==> src/rtl/hrlp_pkg.sv <==
// ----------------------------------------------------------------------------
// hrlp_pkg
// Shared types, codes and helpers of the hex record line parser.
// ----------------------------------------------------------------------------
package hrlp_pkg;

    typedef enum logic [2:0] {
        ST_OK           = 3'd0,
        ST_MALFORMED    = 3'd1,
        ST_CHECKSUM     = 3'd2,
        ST_LENGTH       = 3'd3,
        ST_OFFSET       = 3'd4,
        ST_TYPE_LEN     = 3'd5,
        ST_UNKNOWN_TYPE = 3'd6
    } status_t;

    typedef enum logic {
        KIND_DATA   = 1'b0,
        KIND_STATUS = 1'b1
    } kind_t;

    localparam logic [7:0] CHAR_COLON  = 8'h3A;
    localparam logic [8:0] HDR_BYTES   = 9'd4;
    localparam logic [8:0] FRAME_BYTES = 9'd5;
    localparam logic [8:0] COUNT_MAX   = 9'd511;
    localparam logic [7:0] TYPE_MAX    = 8'd5;

    localparam logic [8:0] POS_LENGTH  = 9'd0;
    localparam logic [8:0] POS_ADDR_HI = 9'd1;
    localparam logic [8:0] POS_ADDR_LO = 9'd2;
    localparam logic [8:0] POS_TYPE    = 9'd3;

    typedef struct packed {
        logic       valid;
        logic [3:0] value;
    } nibble_t;

    typedef struct packed {
        logic        emit;
        logic        last;
        logic [7:0]  data_byte;
        logic [7:0]  byte_index;
        status_t     status;
        logic [7:0]  record_type;
        logic [15:0] load_offset;
        logic [7:0]  data_count;
    } line_evt_t;

    function automatic nibble_t hex_value(input logic [7:0] c);
        nibble_t n;
        n.valid = 1'b0;
        n.value = 4'd0;
        if (c >= 8'h30 && c <= 8'h39)
        begin
            n.valid = 1'b1;
            n.value = c[3:0];
        end
        else if ((c >= 8'h41 && c <= 8'h46) || (c >= 8'h61 && c <= 8'h66))
        begin
            n.valid = 1'b1;
            n.value = c[3:0] + 4'd9;
        end
        return n;
    endfunction

    function automatic logic [7:0] type_len(input logic [7:0] t);
        logic [7:0] len;
        unique case (t)
            8'd2:    len = 8'd2;
            8'd3:    len = 8'd4;
            8'd4:    len = 8'd2;
            8'd5:    len = 8'd4;
            default: len = 8'd0;
        endcase
        return len;
    endfunction

endpackage

==> src/rtl/hrlp_if.sv <==
// ----------------------------------------------------------------------------
// hrlp channel interfaces
// Character input channel and result output channel, valid/ready handshake.
// ----------------------------------------------------------------------------
interface hrlp_char_if;
    logic       valid;
    logic       ready;
    logic [7:0] char_code;
    logic       line_end;

    modport source (output valid, output char_code, output line_end, input ready);
    modport sink   (input valid, input char_code, input line_end, output ready);
endinterface

interface hrlp_result_if;
    logic        valid;
    logic        ready;
    logic        result_kind;
    logic [7:0]  data_byte;
    logic [7:0]  byte_index;
    logic [2:0]  status;
    logic [7:0]  record_type;
    logic [15:0] load_offset;
    logic [7:0]  data_count;

    modport source (
        output valid, output result_kind, output data_byte, output byte_index,
        output status, output record_type, output load_offset, output data_count,
        input  ready
    );
    modport sink (
        input  valid, input result_kind, input data_byte, input byte_index,
        input  status, input record_type, input load_offset, input data_count,
        output ready
    );
endinterface

==> src/rtl/hex_record_line_parser.sv <==
// ----------------------------------------------------------------------------
// hex_record_line_parser
// Parses Intel HEX record lines one character per transaction.
//
// chars:   sink channel, one ASCII character per transaction; line_end marks
//          the last character of a line. The first character must be ':'.
// results: source channel. A data transaction (result_kind 0) carries each
//          payload byte as it is decoded, provisional until the line status.
//          A status transaction (result_kind 1) follows the last character
//          with status, record type, load offset and record length.
// Output: each result is registered and appears in the cycle after the character that causes it.
// Throughput: one character per cycle while chars is not stalled; the line state update and
//          checks fit between the input handshake and the result register.
// Stall: the result register holds until taken; a new character is
//          accepted in the same cycle the held result leaves, and chars
//          stalls only while a result waits and results.ready is low.
// Reset: clears line state and the result valid flag; the next character opens a line.
// ----------------------------------------------------------------------------
module hex_record_line_parser (
    input  logic          clk,
    input  logic          rst_n,
    hrlp_char_if.sink     chars,
    hrlp_result_if.source results
);

    hrlp_pkg::line_evt_t evt;
    logic accept;
    logic produce;

    logic        out_valid_reg, out_valid_next;
    logic        kind_reg;
    logic [7:0]  data_reg;
    logic [7:0]  index_reg;
    logic [2:0]  status_reg;
    logic [7:0]  type_reg;
    logic [15:0] offset_reg;
    logic [7:0]  count_reg;

    assign chars.ready = !out_valid_reg || results.ready;
    assign accept      = chars.valid && chars.ready;
    assign produce     = accept && (evt.last || evt.emit);

    hrlp_line_tracker u_tracker (
        .clk       (clk),
        .rst_n     (rst_n),
        .accept    (accept),
        .char_code (chars.char_code),
        .line_end  (chars.line_end),
        .evt       (evt)
    );

    always_comb
    begin
        out_valid_next = out_valid_reg;
        if (produce)
            out_valid_next = 1'b1;
        else if (results.ready)
            out_valid_next = 1'b0;
    end

    always_ff @(posedge clk or negedge rst_n)
    begin
        if (!rst_n)
            out_valid_reg <= 1'b0;
        else
            out_valid_reg <= out_valid_next;
    end

    always_ff @(posedge clk)
    begin
        if (produce)
        begin
            if (evt.last)
            begin
                kind_reg   <= hrlp_pkg::KIND_STATUS;
                data_reg   <= 8'd0;
                index_reg  <= 8'd0;
                status_reg <= evt.status;
                type_reg   <= evt.record_type;
                offset_reg <= evt.load_offset;
                count_reg  <= evt.data_count;
            end
            else
            begin
                kind_reg   <= hrlp_pkg::KIND_DATA;
                data_reg   <= evt.data_byte;
                index_reg  <= evt.byte_index;
                status_reg <= hrlp_pkg::ST_OK;
                type_reg   <= 8'd0;
                offset_reg <= 16'd0;
                count_reg  <= 8'd0;
            end
        end
    end

    assign results.valid       = out_valid_reg;
    assign results.result_kind = kind_reg;
    assign results.data_byte   = data_reg;
    assign results.byte_index  = index_reg;
    assign results.status      = status_reg;
    assign results.record_type = type_reg;
    assign results.load_offset = offset_reg;
    assign results.data_count  = count_reg;

endmodule

==> src/rtl/hrlp_line_tracker.sv <==
// ----------------------------------------------------------------------------
// hrlp_line_tracker
// Per-line state: hex pairing, header capture, checksum and status checks.
// ----------------------------------------------------------------------------
module hrlp_line_tracker (
    input  logic               clk,
    input  logic               rst_n,
    input  logic               accept,
    input  logic [7:0]         char_code,
    input  logic               line_end,
    output hrlp_pkg::line_evt_t evt
);

    logic        in_line_reg,  in_line_next;
    logic        bad_reg,      bad_next;
    logic        pending_reg,  pending_next;
    logic [3:0]  high_reg,     high_next;
    logic [8:0]  seen_reg,     seen_next;
    logic [7:0]  sum_reg,      sum_next;
    logic [7:0]  len_reg,      len_next;
    logic [15:0] offset_reg,   offset_next;
    logic [7:0]  type_reg,     type_next;

    hrlp_pkg::nibble_t nib;
    logic       complete;
    logic [7:0] cur_byte;
    logic [8:0] idx;

    always_comb
    begin
        nib          = hrlp_pkg::hex_value(char_code);
        in_line_next = in_line_reg;
        bad_next     = bad_reg;
        pending_next = pending_reg;
        high_next    = high_reg;
        seen_next    = seen_reg;
        sum_next     = sum_reg;
        len_next     = len_reg;
        offset_next  = offset_reg;
        type_next    = type_reg;
        complete     = 1'b0;
        cur_byte     = {high_reg, nib.value};

        if (!in_line_reg)
        begin
            in_line_next = 1'b1;
            bad_next     = (char_code != hrlp_pkg::CHAR_COLON);
            pending_next = 1'b0;
            high_next    = 4'd0;
            seen_next    = 9'd0;
            sum_next     = 8'd0;
            len_next     = 8'd0;
            offset_next  = 16'd0;
            type_next    = 8'd0;
        end
        else if (!nib.valid)
        begin
            bad_next = 1'b1;
        end
        else if (!pending_reg)
        begin
            high_next    = nib.value;
            pending_next = 1'b1;
        end
        else
        begin
            pending_next = 1'b0;
            complete     = 1'b1;
            sum_next     = sum_reg + cur_byte;
            unique case (seen_reg)
                hrlp_pkg::POS_LENGTH:  len_next          = cur_byte;
                hrlp_pkg::POS_ADDR_HI: offset_next[15:8] = cur_byte;
                hrlp_pkg::POS_ADDR_LO: offset_next[7:0]  = cur_byte;
                hrlp_pkg::POS_TYPE:    type_next         = cur_byte;
                default: ;
            endcase
            if (seen_reg != hrlp_pkg::COUNT_MAX)
                seen_next = seen_reg + 9'd1;
        end

        if (line_end)
            in_line_next = 1'b0;
    end

    always_comb
    begin
        idx            = seen_reg - hrlp_pkg::HDR_BYTES;
        evt.emit       = complete && !line_end && (seen_reg >= hrlp_pkg::HDR_BYTES);
        evt.last       = line_end;
        evt.data_byte  = cur_byte;
        evt.byte_index = idx[8] ? 8'd255 : idx[7:0];
        evt.record_type = type_next;
        evt.load_offset = offset_next;
        evt.data_count  = len_next;

        if (bad_next || pending_next || seen_next == 9'd0)
            evt.status = hrlp_pkg::ST_MALFORMED;
        else if (sum_next != 8'd0)
            evt.status = hrlp_pkg::ST_CHECKSUM;
        else if (seen_next != ({1'b0, len_next} + hrlp_pkg::FRAME_BYTES))
            evt.status = hrlp_pkg::ST_LENGTH;
        else if (type_next == 8'd0)
            evt.status = hrlp_pkg::ST_OK;
        else if (type_next > hrlp_pkg::TYPE_MAX)
            evt.status = hrlp_pkg::ST_UNKNOWN_TYPE;
        else if (offset_next != 16'd0)
            evt.status = hrlp_pkg::ST_OFFSET;
        else if (len_next != hrlp_pkg::type_len(type_next))
            evt.status = hrlp_pkg::ST_TYPE_LEN;
        else
            evt.status = hrlp_pkg::ST_OK;
    end

    always_ff @(posedge clk or negedge rst_n)
    begin
        if (!rst_n)
        begin
            in_line_reg <= 1'b0;
            bad_reg     <= 1'b0;
            pending_reg <= 1'b0;
            high_reg    <= 4'd0;
            seen_reg    <= 9'd0;
            sum_reg     <= 8'd0;
            len_reg     <= 8'd0;
            offset_reg  <= 16'd0;
            type_reg    <= 8'd0;
        end
        else if (accept)
        begin
            in_line_reg <= in_line_next;
            bad_reg     <= bad_next;
            pending_reg <= pending_next;
            high_reg    <= high_next;
            seen_reg    <= seen_next;
            sum_reg     <= sum_next;
            len_reg     <= len_next;
            offset_reg  <= offset_next;
            type_reg    <= type_next;
        end
    end

endmodule
==> src/flat_wrapper.sv <==
// flat-port wrapper written by rule: the top's interface ports become plain ports
module hex_record_line_parser_flat 
  (clk, rst_n, chars_valid, chars_char_code, chars_line_end, chars_ready, results_valid, results_result_kind, results_data_byte, results_byte_index, results_status, results_record_type, results_load_offset, results_data_count, results_ready);
  hrlp_char_if chars_i ();
  hrlp_result_if results_i ();
  input  logic clk;
  input  logic rst_n;
  input wire logic [$bits(chars_i.valid)-1:0] chars_valid;
  input wire logic [$bits(chars_i.char_code)-1:0] chars_char_code;
  input wire logic [$bits(chars_i.line_end)-1:0] chars_line_end;
  output wire logic [$bits(chars_i.ready)-1:0] chars_ready;
  output wire logic [$bits(results_i.valid)-1:0] results_valid;
  output wire logic [$bits(results_i.result_kind)-1:0] results_result_kind;
  output wire logic [$bits(results_i.data_byte)-1:0] results_data_byte;
  output wire logic [$bits(results_i.byte_index)-1:0] results_byte_index;
  output wire logic [$bits(results_i.status)-1:0] results_status;
  output wire logic [$bits(results_i.record_type)-1:0] results_record_type;
  output wire logic [$bits(results_i.load_offset)-1:0] results_load_offset;
  output wire logic [$bits(results_i.data_count)-1:0] results_data_count;
  input wire logic [$bits(results_i.ready)-1:0] results_ready;
  assign chars_i.valid = chars_valid;
  assign chars_i.char_code = chars_char_code;
  assign chars_i.line_end = chars_line_end;
  assign chars_ready = chars_i.ready;
  assign results_valid = results_i.valid;
  assign results_result_kind = results_i.result_kind;
  assign results_data_byte = results_i.data_byte;
  assign results_byte_index = results_i.byte_index;
  assign results_status = results_i.status;
  assign results_record_type = results_i.record_type;
  assign results_load_offset = results_i.load_offset;
  assign results_data_count = results_i.data_count;
  assign results_i.ready = results_ready;
  hex_record_line_parser u_core (.clk(clk), .rst_n(rst_n), .chars(chars_i), .results(results_i));
endmodule
==> config.mk <==
export PLATFORM = sky130hd
export DESIGN_NAME = hex_record_line_parser_flat
export DESIGN_NICKNAME = d
export VERILOG_FILES = /design/src/rtl/hrlp_pkg.sv /design/src/rtl/hrlp_if.sv /design/src/rtl/hex_record_line_parser.sv /design/src/rtl/hrlp_line_tracker.sv /design/src/flat_wrapper.sv
export SDC_FILE = /design/constraint.sdc
export NUM_CORES = 1
export LEC_CHECK = 0
export BUFFER_PORTS_ARGS = -buffer_cell sky130_fd_sc_hd__buf_2
export CORE_ASPECT_RATIO = 0.6
export CORE_MARGIN = 4
export CORE_UTILIZATION = 40
export CTS_BUF_LIST = sky130_fd_sc_hd__clkbuf_8
export CTS_CLUSTER_DIAMETER = 40
export DETAILED_ROUTE_END_ITERATION = 16
export MAX_ROUTING_LAYER = met4
export SYNTH_ARGS = -nofsm -noshare
export SYNTH_HDL_FRONTEND = slang
export SYNTH_SLANG_ARGS = --single-unit
export TNS_END_PERCENT = 1
==> constraint.sdc <==
create_clock -name clk -period 4.7 [get_ports clk]
set_clock_uncertainty 0.15 [all_clocks]
set_input_delay 0.94 -clock clk [delete_from_list [all_inputs] [get_ports clk]]
set_output_delay 0.94 -clock clk [all_outputs]
set_load 0.005 [all_outputs]
# ---- After elaboration in Yosys (flattened, before gate mapping)
# Index checks and enable logic that the tools add are counted.
dict set report word_totals {
  reg_bits 109
  output_inout_bits 54
  elab_cells 123
}
dict set report op_classes {
  n_bitwise 1
  n_eq_ne 13
  magnitude_cmp 8
  n_reduce_logical 25
  n_mux 52
  add_sub_neg 5
}
# op n
set op_table {}
lappend op_table {{2-to-1 mux 8 bit} 20}
lappend op_table {{2-to-1 mux 16 bit} 3}
lappend op_table {{2-to-1 mux 9 bit} 4}
lappend op_table {{== test 9 x 2 -> 1 bit, second input constant} 2}
lappend op_table {{zero test 9 bit} 2}
lappend op_table {{== test 8 x 2 -> 1 bit, second input constant} 2}
lappend op_table {{== test 8 x 3 -> 1 bit, second input constant} 2}
lappend op_table {{greater-or-equal comparator 8 x 7 -> 1 bit, second input constant} 2}
lappend op_table {{<= comparator 8 x 7 -> 1 bit, second input constant} 2}
lappend op_table {{nonzero test 16 bit} 1}
lappend op_table {{2-to-1 mux 1 bit} 13}
lappend op_table {{2-to-1 mux 4 bit} 3}
lappend op_table {{2-to-1 mux 5 bit} 2}
lappend op_table {{adder 8 x 3 -> 9 bit, second input constant} 1}
lappend op_table {{adder 9 x 1 -> 9 bit, second input constant} 1}
lappend op_table {{== test 9 x 1 -> 1 bit, second input constant} 1}
lappend op_table {{greater-or-equal comparator 9 x 3 -> 1 bit, second input constant} 1}
lappend op_table {{2-to-1 mux 3 bit} 3}
lappend op_table {{!= test 9 bit} 1}
lappend op_table {{!= test 9 bit, second input constant} 1}
lappend op_table {{subtractor 9 x 3 -> 9 bit, second input constant} 1}
lappend op_table {{adder 8 bit} 1}
lappend op_table {{greater-or-equal comparator 8 x 6 -> 1 bit, second input constant} 1}
lappend op_table {{greater-than comparator 8 x 3 -> 1 bit, second input constant} 1}
lappend op_table {{18 further kinds} 33}

# ---- Logic depth before layout (Yosys ltp)
dict set report logic_depth {
  word_depth 26
  mapped_depth 19
}

# ---- By module
# A second synthesis with hierarchy kept.
dict set report unflattened {
  hier_cells 645
  hier_area_um2 6797.8
}
# module area_each_um2 cells_per_inst seq_area_each_um2 instances
set by_module_without_submodules {}
lappend by_module_without_submodules {hrlp_line_tracker 4833.4 531 1401.3 1}
lappend by_module_without_submodules {hex_record_line_parser 1964.4 114 1586.5 1}

# ---- Least setup slack after synthesis
# OpenSTA, ideal clock, no wires.
dict set report synth_path {
  path_type {input -> register}
  startpoint {input chars_char_code[7]}
  endpoint {register u_core.index_reg[0], in the netlist u_core.results.byte_index[0], enable pin}
  path_slack_ns -0.584
  setup_time_ns 0.462
  path_stages 8
  t_arrival_ns 4.672
  path_cell_list {or4b_1 -> a21oi_1 -> a21oi_2 -> inv_2 -> buf_1 -> ha_1 -> a31oi_1 -> nor2_1}
}
dict set report synth_between {
  elab_chain_cells 11
  elab_cells_between_ends 18
}
# element line_no
set synth_lines {}
lappend synth_lines {{from (decl)} flat_wrapper.sv:9} ;# input wire logic [$bits(chars_i.char_code)-1:0] chars_char_code;
lappend synth_lines {{greater-or-equal comparator 8 x 7 -> 1 bit or <= comparator 8 x 7 -> 1 bit (tied branches)} hrlp_pkg.sv:58} ;# else if ((c >= 8'h41 && c <= 8'h46) || (c >= 8'h61 && c <= 8'h66))
lappend synth_lines {{logical AND 1 bit} hrlp_pkg.sv:58}
lappend synth_lines {{logical OR 1 bit} hrlp_pkg.sv:58}
lappend synth_lines {{2-to-1 mux 5 bit} hrlp_pkg.sv:58}
lappend synth_lines {{2-to-1 mux 5 bit (*)} hrlp_pkg.sv:53} ;# if (c >= 8'h30 && c <= 8'h39)
lappend synth_lines {{2-to-1 mux 1 bit (*)} hrlp_line_tracker.sv:56} ;# else if (!nib.valid)
lappend synth_lines {{2-to-1 mux 1 bit (*)} hrlp_line_tracker.sv:44} ;# if (!in_line_reg)
lappend synth_lines {{logical AND 1 bit (*) (2 in series)} hrlp_line_tracker.sv:88} ;# evt.emit = complete && !line_end && (seen_reg >= hrlp_pkg::HDR_BYTES);
lappend synth_lines {{logical OR 1 bit (*)} hex_record_line_parser.sv:41} ;# assign produce = accept && (evt.last || evt.emit);
lappend synth_lines {{logical AND 1 bit (*)} hex_record_line_parser.sv:41}
lappend synth_lines {{to (signal assigned)} hex_record_line_parser.sv:87} ;# index_reg <= evt.byte_index;
lappend synth_lines {{to (decl)} hex_record_line_parser.sv:33} ;# logic [7:0] index_reg;
# Mark *: on every way between the ends. The rest lies on a longest branch, timed or not.
# A chain may end at the register's enable or synchronous reset.

==> impl_metrics.env <==
export IMPL_start_kind="primary input"
export IMPL_path_class="primary input to flop"
export IMPL_viasPerCell=5.87
export IMPL_synth_nets=770
export IMPL_clk_latency_ns=0.40
export IMPL_root_buffer="clkbuf_8"
export IMPL_p_seq_frac=0.519
export IMPL_max_vdd_ir_drop_v=0.000159
export IMPL_post_route_period_util=0.922
export IMPL_cp_num_buf_inv=3
export IMPL_clk_pin_slew_ns=0.13
export IMPL_drt_iter0_drc=715
export IMPL_dp_cells=1041
export IMPL_wl_um=21200
export IMPL_worst_slew_pin_slew_ns=0.842
export IMPL_clockPowerShare=0.290
export IMPL_setup_viol=0
export IMPL_dr_total_vias=6208
export IMPL_yosys_top_cells_area="edfxtp_1, dfrtp_1, nand2_1, o21ai_0, a21oi_1"
export IMPL_cap_violations=0
export IMPL_ant_nets=0
export IMPL_die_w_um=175
export IMPL_syn_area_sq_um=6700
export IMPL_critPathRequiredTime_ns=4.78
export IMPL_synth_cell_type_count=83
export IMPL_ys_ff_latch=109
export IMPL_grt_usage=0.230
export IMPL_h_tree_depth=3
export IMPL_synthCells=735
export IMPL_switching_share=0.345
export IMPL_dp_hpwl_um=15300
export IMPL_synthTopCellsByCount="nand2_1, o21ai_0, dfrtp_1, nor2_1, a21oi_1"
export IMPL_grt_max_degree=45
export IMPL_cp_slowest_cell="a21oi_1"
export IMPL_cts_path_max_buffers=2
export IMPL_maxSlewViolCount=0
export IMPL_yosys_area_top_type_share=0.233
export IMPL_dp_slack_ns=0.0354
export IMPL_async_flop_share=0.523
export IMPL_finalCriticalPeriod_ns=4.33
export IMPL_hold_viol=0
export IMPL_cp_arrival_ns=4.41
export IMPL_antenna_cells=0
export IMPL_grt_overflow=0
export IMPL_gp_congestion=0.957
export IMPL_intPower_mw=1.39
export IMPL_cp_top_family="compound AO/OA/AOI/OAI gates"
export IMPL_post_cts_setup_buffers=0
export IMPL_slew_headroom=0.438
export IMPL_drc=0
export IMPL_cts_tree="built"
export IMPL_setup_slack_ns=0.368
export IMPL_drtPass1Iterations=5
export IMPL_p_switching_mw=0.732
export IMPL_hold_buffers=0
export IMPL_grt_pass1_wl_um=33100
export IMPL_endpoint_kind="flop"
export IMPL_synth_area_per_cell_sq_um=9.12
export IMPL_fmax_ghz=0.231
export IMPL_cts_resized=0
export IMPL_antenna_found_initial=0
export IMPL_cts_buffers=9
export IMPL_syn2layout_area_growth_pct=16.0
export IMPL_start_util=0.410
export IMPL_dieArea_sq_um=19000
export IMPL_synth_enable_flop_cells=52
export IMPL_core_area_sq_um=16400
export IMPL_synth_warnings=0
export IMPL_routedWlPerCell_um=20.0
export IMPL_status="complete, no violations"
export IMPL_cts_sinks=109
export IMPL_synthMostInstantiatedCell="nand2_1"
export IMPL_combPwrFrac=0.191
export IMPL_ys_seq_area_frac=0.446
export IMPL_path_cells="buf_2 > inv_1 > ha_1 > o21bai_1 > a21oi_1 > mux2i_1 > nor2_1 > ha_1 > a21o_1 > a21oi_1 > o22ai_1 > o41ai_1 > xnor2_1 > nand2_1 > xor2_1 > a41oi_1 > buf_4 > a221oi_2"
export IMPL_row_count=36
export IMPL_worstHoldPathType="flop to flop"
export IMPL_io_buffers=66
export IMPL_yosysTopAreaCell="edfxtp_1"
export IMPL_cellPowerDensity_nw_per_um2=272
export IMPL_nets=859
export IMPL_drive_above_1_share=0.205
export IMPL_p_leak_nw=3.09
export IMPL_dieHeight_um=108
export IMPL_synth_ff_type="dfrtp_1"
export IMPL_rsz0062_at_grt="false"
export IMPL_io_pin_count=67
export IMPL_slowest_delay_ns=0.41
export IMPL_worstPathMaxFanout=5
export IMPL_instances_no_fill=1057
export IMPL_grt_pass1_vias=5811
[final timing paths]
| path | startpoint | endpoint | slack, ns | cells after the start |
|---|---|---|---|---|
| setup / recovery | chars_char_code[0] | u_core.results.status[0]$_SDFFCE_PN0P_ | 0.37 | 18 |
| hold / removal | u_core.u_tracker.sum_reg[7]$_DFFE_PN0P_ | u_core.u_tracker.sum_reg[7]$_DFFE_PN0P_ | 0.37 | 2 |
| setup reg to reg | u_core.u_tracker.seen_reg[6]$_DFFE_PN0P_ | u_core.results.status[0]$_SDFFCE_PN0P_ | 0.49 | 15 |
| hold reg to reg | u_core.u_tracker.sum_reg[7]$_DFFE_PN0P_ | u_core.u_tracker.sum_reg[7]$_DFFE_PN0P_ | 0.37 | 2 |
| max in group asynchronous | rst_n | u_core.u_tracker.type_reg[0]$_DFFE_PN0P_ | 3.00 | 2 |
| min in group asynchronous | rst_n | u_core.u_tracker.sum_reg[2]$_DFFE_PN0P_ | 0.42 | 1 |
[worst min-delay path: stages, from the launching register on]
cell,delay (ns)
dfrtp_1,0.38
nand2_1,0.05
o21ai_0,0.06
[cell families (layout without fill, tap and decap cells)]
| family | Yosys count | count (layout) | share of synthesized area |
|---|---|---|---|
| simple gates | 286 | 286 | 0.220 |
| compound gates | 219 | 219 | 0.206 |
| flops | 109 | 109 | 0.446 |
| buf+inv | 68 | 162 | 0.0433 |
| fa+ha+maj | 22 | 22 | 0.0422 |
| xor+xnor | 20 | 20 | 0.0261 |
| mux | 11 | 11 | 0.0170 |
[per-layer routing]
metal	wire length, um	global-route usage
met1	10500	0.355
met3	2190	0.0535
met5	0	-
met4	194	0.0415
met2	8240	0.306
[per-stage QoR]
step / TNS [ns] / area (sq um) / total power [mW] / hold WS (ns) / util
after floorplan: -0.000335 / 6710 / 1.34 / 0.312 / -
after global placement: 0 / 7570 / 1.51 / 0.335 / 0.463
after detailed placement: 0 / 7570 / 1.51 / 0.343 / 0.463
after CTS: 0 / 7780 / 2.13 / 0.372 / 0.476
after global routing: 0 / 7780 / 2.20 / 0.406 / 0.476
final: 0 / 7780 / 2.12 / 0.373 / 0.476
[power groups by stage]
stage	logic, mW	clock network (mW)	registers [mW]
global route	0.444	0.658	1.10
floorplan	0.256	0	1.09
detailed placement	0.399	0	1.11
finish	0.405	0.615	1.10
CTS	0.401	0.630	1.09
global placement	0.394	0	1.11
[final cells by class]
type | count | area, sq um
Clock buffer | 9 | 124
Clock inverter | 7 | 86.3
Fill cell | 1594 | 8570
Inverter | 23 | 86.3
Multi-Input combinational cell | 558 | 3440
Sequential cell | 109 | 2990
Tap cell | 228 | 285
Timing Repair Buffer | 123 | 771
[placed cells by master (no fill, tap or decap), types with 9 or more instances in the layout]
cell type  Yosys  routed
nor3_1        21      21
a22oi_1       11      11
xnor2_1       11      11
a31oi_1       11      11
edfxtp_1      52      52
buf_2          6      66
inv_1         19      19
nor4_1        11      11
nand2_1      106     105
nand3_1       19      19
a21boi_0       9       9
clkbuf_8       0       9
xor2_1         9       9
buf_4          1      56
nor2_1        56      55
o21ai_0       72      72
dfrtp_1       57      57
a21oi_1       55      55
ha_1          21      21
Power figures use the tool's default switching activity.
